==> config.mk <==
export PLATFORM = sky130hd
export DESIGN_NAME = priority_ready_queue_core
export DESIGN_NICKNAME = d
export VERILOG_FILES = /design/src/rtl/prq_pkg.sv /design/src/rtl/prq_cell.sv /design/src/rtl/priority_ready_queue_core.sv
export SDC_FILE = /design/constraint.sdc
export NUM_CORES = 1
export LEC_CHECK = 0
export ABC_AREA = 1
export BUFFER_PORTS_ARGS = -buffer_cell sky130_fd_sc_hd__buf_2
export CORE_MARGIN = 4
export CORE_UTILIZATION = 55
export CTS_BUF_LIST = sky130_fd_sc_hd__clkbuf_16
export DETAILED_ROUTE_END_ITERATION = 10
export PLACE_DENSITY_LB_ADDON = 0.08
export SYNTH_ARGS = -nofsm -noshare
export SYNTH_HDL_FRONTEND = slang
export SYNTH_HIERARCHICAL = 1
export SYNTH_SLANG_ARGS = --single-unit
==> constraint.sdc <==
create_clock -name i_clk -period 4.05 [get_ports i_clk]
set_input_delay 1.215 -clock i_clk [delete_from_list [all_inputs] [get_ports i_clk]]
set_output_delay 1.215 -clock i_clk [all_outputs]
set_load 0.01 [all_outputs]
==> src/rtl/prq_pkg.sv <==
`default_nettype none

package prq_pkg;

    localparam int unsigned IdW   = 8;
    localparam int unsigned PrioW = 8;
    localparam int unsigned StW   = 2;
    localparam int unsigned OccW  = 5;

    localparam logic OP_ENQUEUE = 1'b0;
    localparam logic OP_DEQUEUE = 1'b1;

    localparam logic [StW-1:0] ST_OK    = 2'd0;
    localparam logic [StW-1:0] ST_EMPTY = 2'd1;
    localparam logic [StW-1:0] ST_FULL  = 2'd2;

    // one queue slot
    typedef struct packed {
        logic             valid;
        logic [IdW-1:0]   id;
        logic [PrioW-1:0] prio;
    } t_entry;

    // command broadcast to every cell
    typedef struct packed {
        logic             insert;
        logic             remove;
        logic [IdW-1:0]   id;
        logic [PrioW-1:0] prio;
    } t_cmd;

endpackage

`default_nettype wire

==> src/rtl/prq_cell.sv <==
`default_nettype none

module prq_cell (
    input  wire             i_clk,
    input  wire             i_rst_n,
    input  wire prq_pkg::t_cmd   i_cmd,
    input  wire prq_pkg::t_entry i_left,
    input  wire             i_left_keep,
    input  wire prq_pkg::t_entry i_right,
    output prq_pkg::t_entry o_entry,
    output logic            o_keep
);
    import prq_pkg::*;

    logic             r_valid;
    logic [IdW-1:0]   r_id;
    logic [PrioW-1:0] r_prio;
    logic             n_valid;
    logic [IdW-1:0]   n_id;
    logic [PrioW-1:0] n_prio;

    // entry stays put on insert: held and not lower than the newcomer
    assign o_keep  = r_valid && (r_prio >= i_cmd.prio);
    assign o_entry = '{valid: r_valid, id: r_id, prio: r_prio};

    always_comb begin
        n_valid = r_valid;
        n_id    = r_id;
        n_prio  = r_prio;
        if (i_cmd.insert && !o_keep) begin
            if (i_left_keep) begin
                n_valid = 1'b1;
                n_id    = i_cmd.id;
                n_prio  = i_cmd.prio;
            end else begin
                n_valid = i_left.valid;
                n_id    = i_left.id;
                n_prio  = i_left.prio;
            end
        end else if (i_cmd.remove) begin
            n_valid = i_right.valid;
            n_id    = i_right.id;
            n_prio  = i_right.prio;
        end
    end

    always_ff @(posedge i_clk) begin
        if (!i_rst_n) begin
            r_valid <= 1'b0;
        end else begin
            r_valid <= n_valid;
        end
    end

    always_ff @(posedge i_clk) begin
        r_id   <= n_id;
        r_prio <= n_prio;
    end

endmodule

`default_nettype wire

==> src/rtl/priority_ready_queue_core.sv <==
`default_nettype none

// Stable sorted ready queue. Holds up to DEPTH (id, priority) entries in
// descending priority; equal priorities leave in arrival order. A
// transaction is taken when start is high and busy is low; busy never
// rises, so one transaction can be taken every cycle. Each transaction
// produces exactly one result, presented on the o_ ports with o_valid
// high for one cycle, in the cycle after acceptance. The receiver cannot
// stall: the result must be captured in that cycle.
// Storage is a row of DEPTH cells. Every cell compares its entry with the
// incoming priority at once, so an insert finds its place and shifts the
// tail right; a removal shifts the whole row left. Enqueue on a full
// queue returns status full and changes nothing; dequeue on an empty
// queue returns status empty. o_occupancy is the entry count after the
// transaction (low 5 bits).
module priority_ready_queue_core #(
    parameter int unsigned DEPTH = 16
) (
    input  wire                        i_clk,
    input  wire                        i_rst_n,
    input  wire                        start,
    output logic                       busy,
    input  wire                        i_operation,
    input  wire  [prq_pkg::IdW-1:0]    i_proc_id,
    input  wire  [prq_pkg::PrioW-1:0]  i_proc_priority,
    output logic                       o_valid,
    output logic [prq_pkg::StW-1:0]    o_status,
    output logic [prq_pkg::IdW-1:0]    o_head_id,
    output logic [prq_pkg::PrioW-1:0]  o_head_priority,
    output logic [prq_pkg::OccW-1:0]   o_occupancy
);
    import prq_pkg::*;

    localparam int unsigned CntW = $clog2(DEPTH + 1);

    // entry count tracks the valid cells
    logic [CntW-1:0]  r_count;
    logic [CntW-1:0]  n_count;

    logic             r_out_valid;
    logic [StW-1:0]   r_status;
    logic [IdW-1:0]   r_head_id;
    logic [PrioW-1:0] r_head_prio;
    logic [CntW-1:0]  r_occ;

    logic   accept;
    logic   full;
    logic   empty;
    t_cmd   cmd;
    t_entry entries [DEPTH];
    logic   keeps   [DEPTH];

    assign busy   = 1'b0;
    assign accept = start && !busy;
    assign full   = (r_count == CntW'(DEPTH));
    assign empty  = (r_count == '0);

    assign cmd.insert = accept && (i_operation == OP_ENQUEUE) && !full;
    assign cmd.remove = accept && (i_operation == OP_DEQUEUE) && !empty;
    assign cmd.id     = i_proc_id;
    assign cmd.prio   = i_proc_priority;

    // the cell row: left neighbor feeds inserts, right neighbor removals
    for (genvar k = 0; k < DEPTH; k++) begin : g_cell
        t_entry left_e;
        t_entry right_e;
        logic   left_keep;

        if (k == 0) begin : g_head
            assign left_e    = '0;
            assign left_keep = 1'b1;
        end else begin : g_body
            assign left_e    = entries[k-1];
            assign left_keep = keeps[k-1];
        end

        if (k == DEPTH - 1) begin : g_tail
            assign right_e = '0;
        end else begin : g_mid
            assign right_e = entries[k+1];
        end

        prq_cell u_cell (
            .i_clk       (i_clk),
            .i_rst_n     (i_rst_n),
            .i_cmd       (cmd),
            .i_left      (left_e),
            .i_left_keep (left_keep),
            .i_right     (right_e),
            .o_entry     (entries[k]),
            .o_keep      (keeps[k])
        );
    end

    always_comb begin
        n_count = r_count;
        if (cmd.insert) begin
            n_count = r_count + 1'b1;
        end else if (cmd.remove) begin
            n_count = r_count - 1'b1;
        end
    end

    always_ff @(posedge i_clk) begin
        if (!i_rst_n) begin
            r_count     <= '0;
            r_out_valid <= 1'b0;
        end else begin
            r_count     <= n_count;
            r_out_valid <= accept;
        end
    end

    // result registers; head fields are zero unless a removal happened
    always_ff @(posedge i_clk) begin
        if (accept) begin
            r_occ <= n_count;
            if (cmd.remove) begin
                r_head_id   <= entries[0].id;
                r_head_prio <= entries[0].prio;
            end else begin
                r_head_id   <= '0;
                r_head_prio <= '0;
            end
            if (i_operation == OP_ENQUEUE) begin
                r_status <= full ? ST_FULL : ST_OK;
            end else if (empty) begin
                r_status <= ST_EMPTY;
            end else begin
                r_status <= ST_OK;
            end
        end
    end

    assign o_valid         = r_out_valid;
    assign o_status        = r_status;
    assign o_head_id       = r_head_id;
    assign o_head_priority = r_head_prio;
    assign o_occupancy     = OccW'(r_occ);

endmodule

`default_nettype wire

Word-level counts from Yosys, hierarchy flattened
Index checks and enable logic that the tools add are counted.
{"block": "word_totals", "word_cells": 290, "output_inout_bits": 25, "reg_bits": 301, "inputBits": 20}
{"block": "op_classes", "n_bitwise": 1, "n_addsub": 2, "order_cmp": 16, "n_eq_ne": 1, "reduce_logical": 71, "n_mux": 145}
{"cell": "$mux W8", "n": 93}
{"cell": "$ge A8 B8 Y1", "n": 16}
{"cell": "$mux W1", "n": 48}
{"cell": "$logic_and A1 B1 Y1", "n": 36}
{"cell": "$reduce_bool A2 Y1", "n": 16}
{"cell": "$logic_not A1 Y1", "n": 18}
{"cell": "$mux W5", "n": 2}
{"cell": "$add A5 B1 Y5 const B", "n": 1}
{"cell": "$eq A5 B5 Y1 const B", "n": 1}
{"cell": "$logic_not A5 Y1", "n": 1}
{"cell": "$sub A5 B1 Y5 const B", "n": 1}
{"cell": "$mux W2", "n": 2}
{"cell": "$not A1 Y1", "n": 1}

Longest topological paths before layout
Gate-level depths: netlist (run 1).
{"block": "depth", "depth_word": 5, "depth_mapped": 16, "ltp_nobuf": 15}

Cells and area by module
The synthesis (run 1) kept the hierarchy.
{"mod": "prq_cell at g_cell[0].u_cell ...", "area_per_inst_um2": 1199.9, "n_inst": 11, "seq_area_each_um2": 500.5, "cells_per_inst": 119}
{"mod": "prq_cell at g_cell[5].u_cell ...", "area_per_inst_um2": 1204.9, "n_inst": 5, "seq_area_each_um2": 500.5, "cells_per_inst": 119}
{"mod": "priority_ready_queue_core", "area_per_inst_um2": 1262.5, "n_inst": 1, "seq_area_each_um2": 810.8, "cells_per_inst": 128}

Worst setup path before layout (run 1)
OpenSTA, ideal clock, no wires.
{"block": "synth_path", "path_type": "input-to-reg", "from": "in i_operation", "to": "reg g_cell[0].u_cell.r_id[0], enable pin", "setup_time_ns": 0.372, "path_buffers": 1, "t_arrival_ns": 3.336, "cell_stages": 6, "required_ns": 3.678, "setup_slack_ns": 0.342, "path_cell_list": "inv_1 nand3_2 inv_1 nand2_4 buf_6 nand2_1"}
{"item": "from (decl)", "line_no": "priority_ready_queue_core.sv:23", "rtl": "input wire i_operation,"}
{"item": "to (signal assigned)", "line_no": "prq_cell.sv:56", "rtl": "r_id <= n_id;"}
{"item": "to (decl)", "line_no": "prq_cell.sv:16", "rtl": "logic [IdW-1:0] r_id;"}

Final worst setup path (run 1)
{"block": "layout_path", "from": "in i_proc_priority[5] (netlist name)", "to": "reg g_cell[11].u_cell.r_prio[3] (data pin)"}
{"block": "layout_between", "elab_cells_between_ends": 8, "cone_classes": "order compare (2); mux (2); reduce/logical (4)"}
{"item": "from (decl)", "line_no": "priority_ready_queue_core.sv:25", "rtl": "input wire [prq_pkg::PrioW-1:0] i_proc_priority,"}
{"item": "$ge A8 B8 Y1", "line_no": "prq_cell.sv:23", "rtl": "assign o_keep = r_valid && (r_prio >= i_cmd.prio);"}
{"item": "$logic_and A1 B1 Y1", "line_no": "prq_cell.sv:23"}
{"item": "named net g_cell[11].left_keep", "line_no": "priority_ready_queue_core.sv:67", "rtl": "logic left_keep;"}
{"item": "$mux W8", "line_no": "prq_cell.sv:31", "rtl": "if (i_left_keep) begin"}
{"item": "$mux W8", "line_no": "prq_cell.sv:30", "rtl": "if (i_cmd.insert && !o_keep) begin"}
{"item": "named net g_cell[11].u_cell.n_prio[3]", "line_no": "prq_cell.sv:20", "rtl": "logic [PrioW-1:0] n_prio;"}
{"item": "to (signal assigned)", "line_no": "prq_cell.sv:57", "rtl": "r_prio <= n_prio;"}
{"item": "to (decl)", "line_no": "prq_cell.sv:17", "rtl": "logic [PrioW-1:0] r_prio;"}
The timed path passes the listed nets, and every way through them passes these cells.
A chain may end at the register's enable or synchronous reset.

==> metrics.md, run 1 <==
| Metric | Value |
|---|---|
| Status | `finished clean` |
| Post-DRT Antenna Nets | `0` |
| Final Cycle Share | `0.811` |
| Final wirelength | `52,500 um` |
| Core Util, Final | `0.606` |
| WS Path Type | `primary input to register` |
| RSZ-0062 raised after global routing | `no` |
| M1 wire length | `23,800 um` |
| Pin count of the biggest net entering global routing | `36` |
| Detailed Route Iter0 Violations | `1,152` |
| Max rail drop VDD | `0.306 mV` |
| Slew Viols, Final | `0` |
| Delay-heaviest family, CP | `buffers and inverters` |
| Rel. slew slack | `0.537` |
| Worst-path cell chain | `buf_2 > buf_4 > inv_1 > ha_1 > nand2_1 > nor2_2 > nand4_1 > nand3_1 > nand2_2 > inv_1 > buf_4 > mux2i_1 > o21ai_2` |
| Layout cells sized above 1 | `0.231` |
| DP Area | `21,100 sq um` |
| Die Height | `201 um` |
| Final setup vio count | `0` |
| Placed cells | `2,553` |
| Fill count | `3,122` |
| # diodes | `0` |
| P&R area growth vs syn | `8.63%` |
| Met2 routed WL | `24,700 um` |
| WHS | `0.530 ns` |
| Maxcap violations | `0` |
| CP peak stage delay | `0.41 ns` |
| Crit Path Max Fanout | `17` |
| Worst skew pair latency | `0.54 ns` |
| Max Fclk | `304 MHz` |
| Clock root cell | `clkbuf_16` |
| Layout Skew | `0.0247 ns` |
| I/O Buffers | `43` |
| Post-layout min period | `3.28 ns` |
| Fin area | `22,300 sq um` |
| CTS max path bufs | `3` |
| Ys Warns | `6` |
| Fin nets | `2,273` |
| Non-filler cells, final | `2,618` |
| Startpoint class of the critical path | `primary input` |
| First-pass GRT wire length | `82,300 um` |
| Die width | `201 um` |
| Static leakage | `9.69 nW` |
| # rows | `70` |
| Hold Path Class | `register to register` |
| Post-CTS Setup Inserts | `0` |
| Total track usage | `0.255` |
| Vias per std cell | `5.57` |
| CTS buffer count | `36` |
| Cts hold-fix bufs | `0` |
| Congestion Overflow GR | `0` |
| WL met3 | `2390 um` |
| CTS H-tree depth | `2` |
| Initial antenna violation count | `0` |
| Setup ws final | `0.765 ns` |
| Vias in the first global route | `14.6k` |
| Vias | `14.6k` |
| Placer Congestion | `0.900` |
| Post-route setup TNS | `0 ns` |
| Post-layout power | `9.55 mW` |
| Placeable Area | `36,700 sq um` |
| Critical path buffers and inverters | `5` |
| Syn_area_per_cell | `10.1 sq um` |
| Critical path endpoint category | `register` |
| Clock sink count | `301` |
| CTS tree | `yes` |
| Critical Path RT | `4.31 ns` |
| Hold Vio Cnt, Final | `0` |
| WL/cell | `20.1 um` |
| Post-synthesis cell area | `20,500 sq um` |
| CTS clk-pin slew, worst paths | `0.06 ns` |
| # DRC | `0` |
| Pre-CTS setup slack | `0.287 ns` |
| Highest metal used | `met4` |
| Cts repair resizes | `0` |
| Worst Max-Slew Pin Slew | `0.694 ns` |
| Io pins | `45` |
| Final HPWL DP | `38,200 um` |
| Syn Inst Count | `2,031` |
| CP arrival | `3.55 ns` |
| DIE AREA | `40,400 sq um` |
| Cell Pwr Density | `429 nW/um^2` |
| DRT Pass-1 Iters | `5` |
| Crit-path slowest cell | `mux2i_1` |
| Initial Util | `0.558` |
## power breakdown
group / internal, mW / switching, mW
clock network: 1.96 / 1.32
logic: 0.770 / 1.29
registers: 3.90 / 0.310
total: 6.62 / 2.93
## path summary, 6_finish.rpt
| path | startpoint | endpoint | slack [ns] | cells after the start |
|---|---|---|---|---|
| setup / recovery | i_proc_priority[5] | g_cell[11].u_cell/r_prio[3] | 0.77 | 13 |
| hold / removal | g_cell[15].u_cell/r_valid | g_cell[15].u_cell/r_valid | 0.53 | 2 |
| setup reg to reg | r_count[0] | g_cell[10].u_cell/r_id[1] | 1.45 | 9 |
| hold reg to reg | g_cell[15].u_cell/r_valid | g_cell[15].u_cell/r_valid | 0.53 | 2 |
## cell usage in the layout (no fill, tap or decap), types with 17 or more instances in the layout
| cell | instances |
|---|---|
| inv_1 | 256 |
| mux2i_1 | 256 |
| dfxtp_1 | 22 |
| nor2_1 | 69 |
| nor2_2 | 17 |
| ha_1 | 130 |
| a21oi_1 | 51 |
| clkbuf_16 | 38 |
| nand3_1 | 57 |
| o21ai_2 | 256 |
| edfxtp_1 | 279 |
| nand2_2 | 27 |
| buf_4 | 68 |
| buf_2 | 43 |
| conb_1 | 36 |
| nand2_1 | 459 |
| nand4_1 | 17 |
## final cells by class
cell class                      instances  area (sq um)  share of cell area
Clock buffer                           38           951              0.0427
Clock inverter                         27           243              0.0109
Inverter                              253           950              0.0427
Multi-Input combinational cell       1412          9820               0.441
Sequential cell                       301          8820               0.396
Tap cell                              468           586              0.0263
Timing Repair Buffer                  119           886              0.0398
## tightest hold or removal path, delay by kind of cell, from the launching register on
family	cells	cell delay [ns]
and+or+nand+nor	1	0.08
DFF	1	0.34
AOI/OAI and AO/OA	1	0.06
## state kept, by name, indices dropped and copies added (netlist names)
name	flops
o_head_priority	8
g_cell.u_cell/r_prio	128
g_cell.u_cell/r_valid	16
o_valid	1
g_cell.u_cell/r_id	128
o_occupancy	5
o_head_id	8
r_count	5
o_status	2
## routing by layer
metal,global-route usage,vias up
met4,0.0804,0
met3,0.0360,104
li1,-,7056
met5,0,-
met1,0.352,7036
met2,0.419,376
No activity file was read; power rests on OpenSTA's default activity.
==> run 2, diff against run 1 <==
==> constraint.sdc (replaced) <==
create_clock -name i_clk -period 3 [get_ports i_clk]
set_input_delay 0.9 -clock i_clk [delete_from_list [all_inputs] [get_ports i_clk]]
set_output_delay 0.9 -clock i_clk [all_outputs]
set_load 0.01 [all_outputs]
==> run 2 against run 1 <==
  * Critical path depth stayed put
  * Clock skew is 0.0062 ns lower
  * Global-route usage is 1.1 points lower
  * Critical endpoint is now g_cell[1].u_cell/r_prio[1]
==> metrics.md, run 2 (synthesis results as in run 1) <==
| Metric | Value |
|---|---|
| Status | `finished clean (unchanged)` |
| CTS clk-pin slew, worst paths | `0.06 ns (about the same)` |
| Detailed Route Iter0 Violations | `931 (was 1,152)` |
| Io pins | `45 (unchanged)` |
| Max Fclk | `393 MHz` |
| DRT Pass-1 Iters | `5 (unchanged)` |
| Final wirelength | `50,000 um (was 52,500 um)` |
| Non-filler cells, final | `2,664 (was 2,618)` |
| Cell Pwr Density | `563 nW/um^2 (was 429 nW/um^2)` |
| Post-DRT Antenna Nets | `0 (unchanged)` |
| Commonest cells after routing, fill and taps aside | `nand2_1, edfxtp_1, inv_1, mux2i_1, o21ai_2 (unchanged)` |
| Slew Viols, Final | `0 (unchanged)` |
| Final setup vio count | `0 (unchanged)` |
| Clock root cell | `clkbuf_16 (unchanged)` |
| Placed cells | `2,596 (was 2,553)` |
| Fin nets | `2,317 (was 2,273)` |
| Vias per std cell | `5.49 (was 5.57)` |
| Final Cycle Share | `0.848` |
| WS Path Type | `primary input to register (unchanged)` |
| # DRC | `0 (unchanged)` |
| First-pass GRT wire length | `79,200 um (was 82,300 um)` |
| Die width | `201 um (unchanged)` |
| Congestion Overflow GR | `0 (unchanged)` |
| Max rail drop VDD | `0.471 mV (was 0.306 mV)` |
| CP arrival | `2.84 ns (was 3.55 ns)` |
| Post-CTS Setup Inserts | `0 (unchanged)` |
| Initial antenna violation count | `0 (unchanged)` |
| WHS | `0.522 ns (was 0.530 ns)` |
| Cts hold-fix bufs | `0 (unchanged)` |
| Hold Path Class | `register to register (unchanged)` |
| Largest regs | `g_cell.u_cell/r_id: 128 flops, g_cell.u_cell/r_prio: 128 flops, g_cell.u_cell/r_valid: 16 flops (unchanged)` |
| Layout cells sized above 1 | `0.245 (was 0.231)` |
| Maxcap violations | `0 (unchanged)` |
| Worst skew pair latency | `0.55 ns (was 0.54 ns)` |
| Crit Path Max Fanout | `29 (was 17)` |
| Vias | `14.6k (about the same)` |
| Layout Skew | `0.0185 ns (was 0.0247 ns)` |
| Critical Path RT | `3.29 ns (was 4.31 ns)` |
| Initial Util | `0.558 (unchanged)` |
| # diodes | `0 (unchanged)` |
| Total track usage | `0.243 (was 0.255)` |
| CTS H-tree depth | `2 (unchanged)` |
| Cts repair resizes | `0 (unchanged)` |
| P&R area growth vs syn | `13.1% (was 8.63%)` |
| Static leakage | `10.1 nW (was 9.69 nW)` |
| Post-route setup TNS | `0 ns (unchanged)` |
| Rel. slew slack | `0.568 (was 0.537)` |
| Final HPWL DP | `37,300 um (was 38,200 um)` |
| # rows | `70 (unchanged)` |
| Critical path endpoint category | `register (unchanged)` |
| Clock sink count | `301 (unchanged)` |
| Worst Max-Slew Pin Slew | `0.649 ns (was 0.694 ns)` |
| Die Height | `201 um (unchanged)` |
| CTS max path bufs | `3 (unchanged)` |
| CTS buffer count | `37 (was 36)` |
| I/O Buffers | `43 (unchanged)` |
| Post-layout min period | `2.54 ns` |
| Commonest non-fill, non-tap cell in the layout | `nand2_1 (unchanged)` |
| Hold Vio Cnt, Final | `0 (unchanged)` |
| Vias in the first global route | `14.6k (about the same)` |
| Post-layout power | `13.0 mW (was 9.55 mW)` |
| RSZ-0062 raised after global routing | `no (unchanged)` |
| Fin area | `23,200 sq um (was 22,300 sq um)` |
| CTS tree | `yes (unchanged)` |
| Placer Congestion | `0.831 (was 0.900)` |
| WL/cell | `18.8 um (was 20.1 um)` |
| Placeable Area | `36,700 sq um (unchanged)` |
| DIE AREA | `40,400 sq um (unchanged)` |
| DP Area | `22,000 sq um (was 21,100 sq um)` |
| Startpoint class of the critical path | `primary input (unchanged)` |
| Pin count of the biggest net entering global routing | `35 (was 36)` |
-- run 2: cell types whose count changed in the layout (fill, tap and decap cells not counted), sizes merged --
cell / change
buf: +43
clkbuf: -1
clkinv: +4
clkinvlp: -2
inv: +2
-- run 2: path summary, 6_finish.rpt --
| path | cells after the start | slack [ns] | from | end |
|---|---|---|---|---|
| setup reg to reg | 9 | 0.62 | r_count[0] | g_cell[0].u_cell/r_id[3] |
| hold / removal | 2 | 0.52 | g_cell[15].u_cell/r_valid | g_cell[15].u_cell/r_valid |
| setup / recovery | 13 | 0.46 | i_proc_priority[7] | g_cell[1].u_cell/r_prio[1] |
| hold reg to reg | 2 | 0.52 | g_cell[15].u_cell/r_valid | g_cell[15].u_cell/r_valid |
-- run 2: layout make-up --
cell class | count | area, sq um
Clock buffer | 37 | 926
Clock inverter | 31 | 256
Fill cell | 3047 | 13500
Inverter | 253 | 953
Multi-Input combinational cell | 1412 | 9820
Sequential cell | 301 | 8820
Tap cell | 468 | 586
Timing Repair Buffer | 162 | 1810
-- run 2: power breakdown --
group / internal [mW] / total [mW] / switching [mW]
Sequential: 5.26 / 5.68 / 0.417
Clock: 2.60 / 4.42 / 1.82
Combinational: 1.21 / 2.94 / 1.73
Total: 9.07 / 13.0 / 3.97
-- run 2: through the flow --
step,setup WS (ns),util
after floorplan,0.00862,-
after global placement,-0.0668,0.599
after detailed placement,-0.0700,0.599
after CTS,0.517,0.631
after global routing,0.328,0.631
final,0.457,0.631
-- run 2: per-layer routing --
metal	wire, um	part of all wire	vias to the layer above	global-route usage
li1	-	-	7151	-
met1	22900	0.46	7076	0.336
met3	2280	0.045	89	0.0355
met4	1290	0.026	0	0.0674
met2	23600	0.47	305	0.403
met5	0	0	-	0
-- run 2: critical path, cell delays in order --
cell and delay (ns):
buf_2 0.11, buf_12 0.20, inv_1 0.07, ha_1 0.29
nand2_1 0.08, nor2_2 0.13, nand4_1 0.08, nand3_1 0.10
nand2_2 0.08, inv_1 0.10, buf_12 0.19, mux2i_1 0.37
o21ai_2 0.09
==> run 3, diff against run 2 <==
==> constraint.sdc (replaced) <==
create_clock -name i_clk -period 2.4 [get_ports i_clk]
set_input_delay 0.72 -clock i_clk [delete_from_list [all_inputs] [get_ports i_clk]]
set_output_delay 0.72 -clock i_clk [all_outputs]
set_load 0.01 [all_outputs]
==> run 3 against run 2 <==
  * Largest cell class unchanged
  * Via count is 0.68% higher
  * Largest power group unchanged
  * Clock-buffer cell count stayed put
  * Clock skew is 0.0072 ns lower
  * Worst setup slack worse by 0.40 ns
  * Utilization is 1.8 points higher
  * Register-to-register slack worse by 0.49 ns
==> metrics.md, run 3 (synthesis results as in run 1) <==
| Metric | Value |
|---|---|
| Status | `finished clean (unchanged)` |
| Die width | `201 um (unchanged)` |
| Hold Path Class | `register to register (unchanged)` |
| Cell Pwr Density | `677 nW/um^2 (was 563 nW/um^2)` |
| Met3 usage | `0.0289 (was 0.0355)` |
| CTS H-tree depth | `2 (unchanged)` |
| Critical path endpoint category | `register (unchanged)` |
| Critical Path RT | `2.66 ns (was 3.29 ns)` |
| Pre-CTS setup slack | `-0.531 ns (was -0.0700 ns)` |
| Final HPWL DP | `38,400 um (was 37,300 um)` |
| Final setup vio count | `0 (unchanged)` |
| DP Area | `22,600 sq um (was 22,000 sq um)` |
| Fin nets | `2,345 (was 2,317)` |
| GRT busiest layer | `met2 (unchanged)` |
| Max rail drop VDD | `0.482 mV (was 0.471 mV)` |
| Fill count | `2,946 (was 3,047)` |
| # DRC | `0 (unchanged)` |
| Io pins | `45 (unchanged)` |
| # rows | `70 (unchanged)` |
| Placeable Area | `36,700 sq um (unchanged)` |
| Core Util, Final | `0.649 (was 0.631)` |
| RSZ-0062 raised after global routing | `yes (was no)` |
| Detailed Route Iter0 Violations | `990 (was 931)` |
| CTS max path bufs | `3 (unchanged)` |
| Maxcap violations | `0 (unchanged)` |
| DIE AREA | `40,400 sq um (unchanged)` |
| Pin count of the biggest net entering global routing | `35 (unchanged)` |
| CP arrival | `2.61 ns (was 2.84 ns)` |
| Placed cells | `2,625 (was 2,596)` |
| Slew Viols, Final | `0 (unchanged)` |
| Commonest cells after routing, fill and taps aside | `nand2_1, edfxtp_1, o21ai_2, inv_1, mux2i_1 (was nand2_1, edfxtp_1, inv_1, mux2i_1, o21ai_2)` |
| WS Path Type | `primary input to register (unchanged)` |
| M2 GR Usage | `0.412 (was 0.403)` |
| CTS tree | `yes (unchanged)` |
| Vias in the first global route | `14.9k (was 14.6k)` |
| Final Cycle Share | `0.978` |
| Setup ws final | `0.0534 ns (was 0.457 ns)` |
| Hold Vio Cnt, Final | `0 (unchanged)` |
| I/O Buffers | `43 (unchanged)` |
| DRT Pass-1 Iters | `5 (unchanged)` |
| Worst skew pair latency | `0.52 ns (was 0.55 ns)` |
| Vias | `14.7k (was 14.6k)` |
| Post-DRT Antenna Nets | `0 (unchanged)` |
| P&R area growth vs syn | `16.3% (was 13.1%)` |
| Layout Skew | `0.0113 ns (was 0.0185 ns)` |
| Total track usage | `0.248 (was 0.243)` |
| Initial antenna violation count | `0 (unchanged)` |
| Final wirelength | `50,600 um (was 50,000 um)` |
| Static leakage | `10.3 nW (was 10.1 nW)` |
| CTS clk-pin slew, worst paths | `0.06 ns (about the same)` |
| Worst Max-Slew Pin Slew | `0.550 ns (was 0.649 ns)` |
| Commonest non-fill, non-tap cell in the layout | `nand2_1 (unchanged)` |
| WL/cell | `18.8 um (about the same)` |
| Crit Path Max Fanout | `12 (was 29)` |
| Post-layout power | `16.1 mW (was 13.0 mW)` |
| Post-route setup TNS | `0 ns (unchanged)` |
| Rel. slew slack | `0.633 (was 0.568)` |
| Post-CTS Setup Inserts | `0 (unchanged)` |
| Placer Congestion | `0.849 (was 0.831)` |
| Layout cells sized above 1 | `0.271 (was 0.245)` |
| Startpoint class of the critical path | `primary input (unchanged)` |
| # diodes | `0 (unchanged)` |
| Clock sink count | `301 (unchanged)` |
| Largest regs | `g_cell.u_cell/r_id: 128 flops, g_cell.u_cell/r_prio: 128 flops, g_cell.u_cell/r_valid: 16 flops (unchanged)` |
| Met1 Usage GRT | `0.340 (was 0.336)` |
| Die Height | `201 um (unchanged)` |
| Congestion Overflow GR | `0 (unchanged)` |
| Initial Util | `0.558 (unchanged)` |
| Non-filler cells, final | `2,689 (was 2,664)` |
| WHS | `0.519 ns (was 0.522 ns)` |
| CTS buffer count | `36 (was 37)` |
| Vias per std cell | `5.47 (was 5.49)` |
| Max Fclk | `426 MHz` |
| First-pass GRT wire length | `80,800 um (was 79,200 um)` |
| Clock root cell | `clkbuf_16 (unchanged)` |
| Fin area | `23,800 sq um (was 23,200 sq um)` |
| Post-layout min period | `2.35 ns` |
==> run 3: changes by cell type in the layout (fill, tap and decap cells not counted), moves of 2 or more <==
cell,delta
inv_6,-2
mux2i_1,-16
nand2_1,-16
inv_2,+4
mux2i_4,+3
mux2i_2,+13
bufinv_16,-2
nand2_8,+16
inv_1,-6
buf_4,+18
buf_12,+10
==> run 3: path summary, 6_finish.rpt <==
path                           endpoint  depth (start not counted)                  startpoint  slack (ns)
max          g_cell[3].u_cell/r_prio[3]                         13          i_proc_priority[6]        0.05
min            g_cell[0].u_cell/r_valid                          2    g_cell[0].u_cell/r_valid        0.52
max reg2reg  g_cell[3].u_cell/r_prio[3]                         12  g_cell[2].u_cell/r_prio[2]        0.13
min reg2reg    g_cell[0].u_cell/r_valid                          2    g_cell[0].u_cell/r_valid        0.52
==> run 3: critical path, cell delays in order <==
cell and delay, ns:
buf_2 0.16, buf_12 0.16, inv_1 0.06, ha_1 0.28, nand2_1 0.07, nor2_2 0.14
nand4_1 0.09, nand3_1 0.10, nand2_2 0.05, inv_1 0.18, buf_12 0.16, mux2i_2 0.32
o21ai_2 0.10
==> run 3: timing repair <==
| action | CTS | global route |
|---|---|---|
| hold buffers | 0 | 0 |
| gates resized for setup | 0 | 23 |
| endpoints found under the setup margin | 0 | 27 |
==> run 3: area by class of cell <==
type	count	area, sq um	share of cell area
multi-input cells	1412	10200	0.428
flip-flops and latches	301	8820	0.370
clock buffers	37	926	0.0389
clock inverters	27	173	0.00725
well taps	468	586	0.0246
repair buffers	191	2160	0.0905
inverters	253	966	0.0406
==> run 3: routing by layer <==
| layer | wire [um] | share of wire |
|---|---|---|
| met5 | 0 | 0 |
| met3 | 2610 | 0.052 |
| met2 | 23800 | 0.47 |
| met1 | 22400 | 0.44 |
| met4 | 1750 | 0.034 |
==> run 3: where the power goes <==
group / switching, mW / internal, mW / total (mW)
clock: 2.17 / 3.00 / 5.17
combinational: 2.28 / 1.61 / 3.88
sequential: 0.502 / 6.58 / 7.08
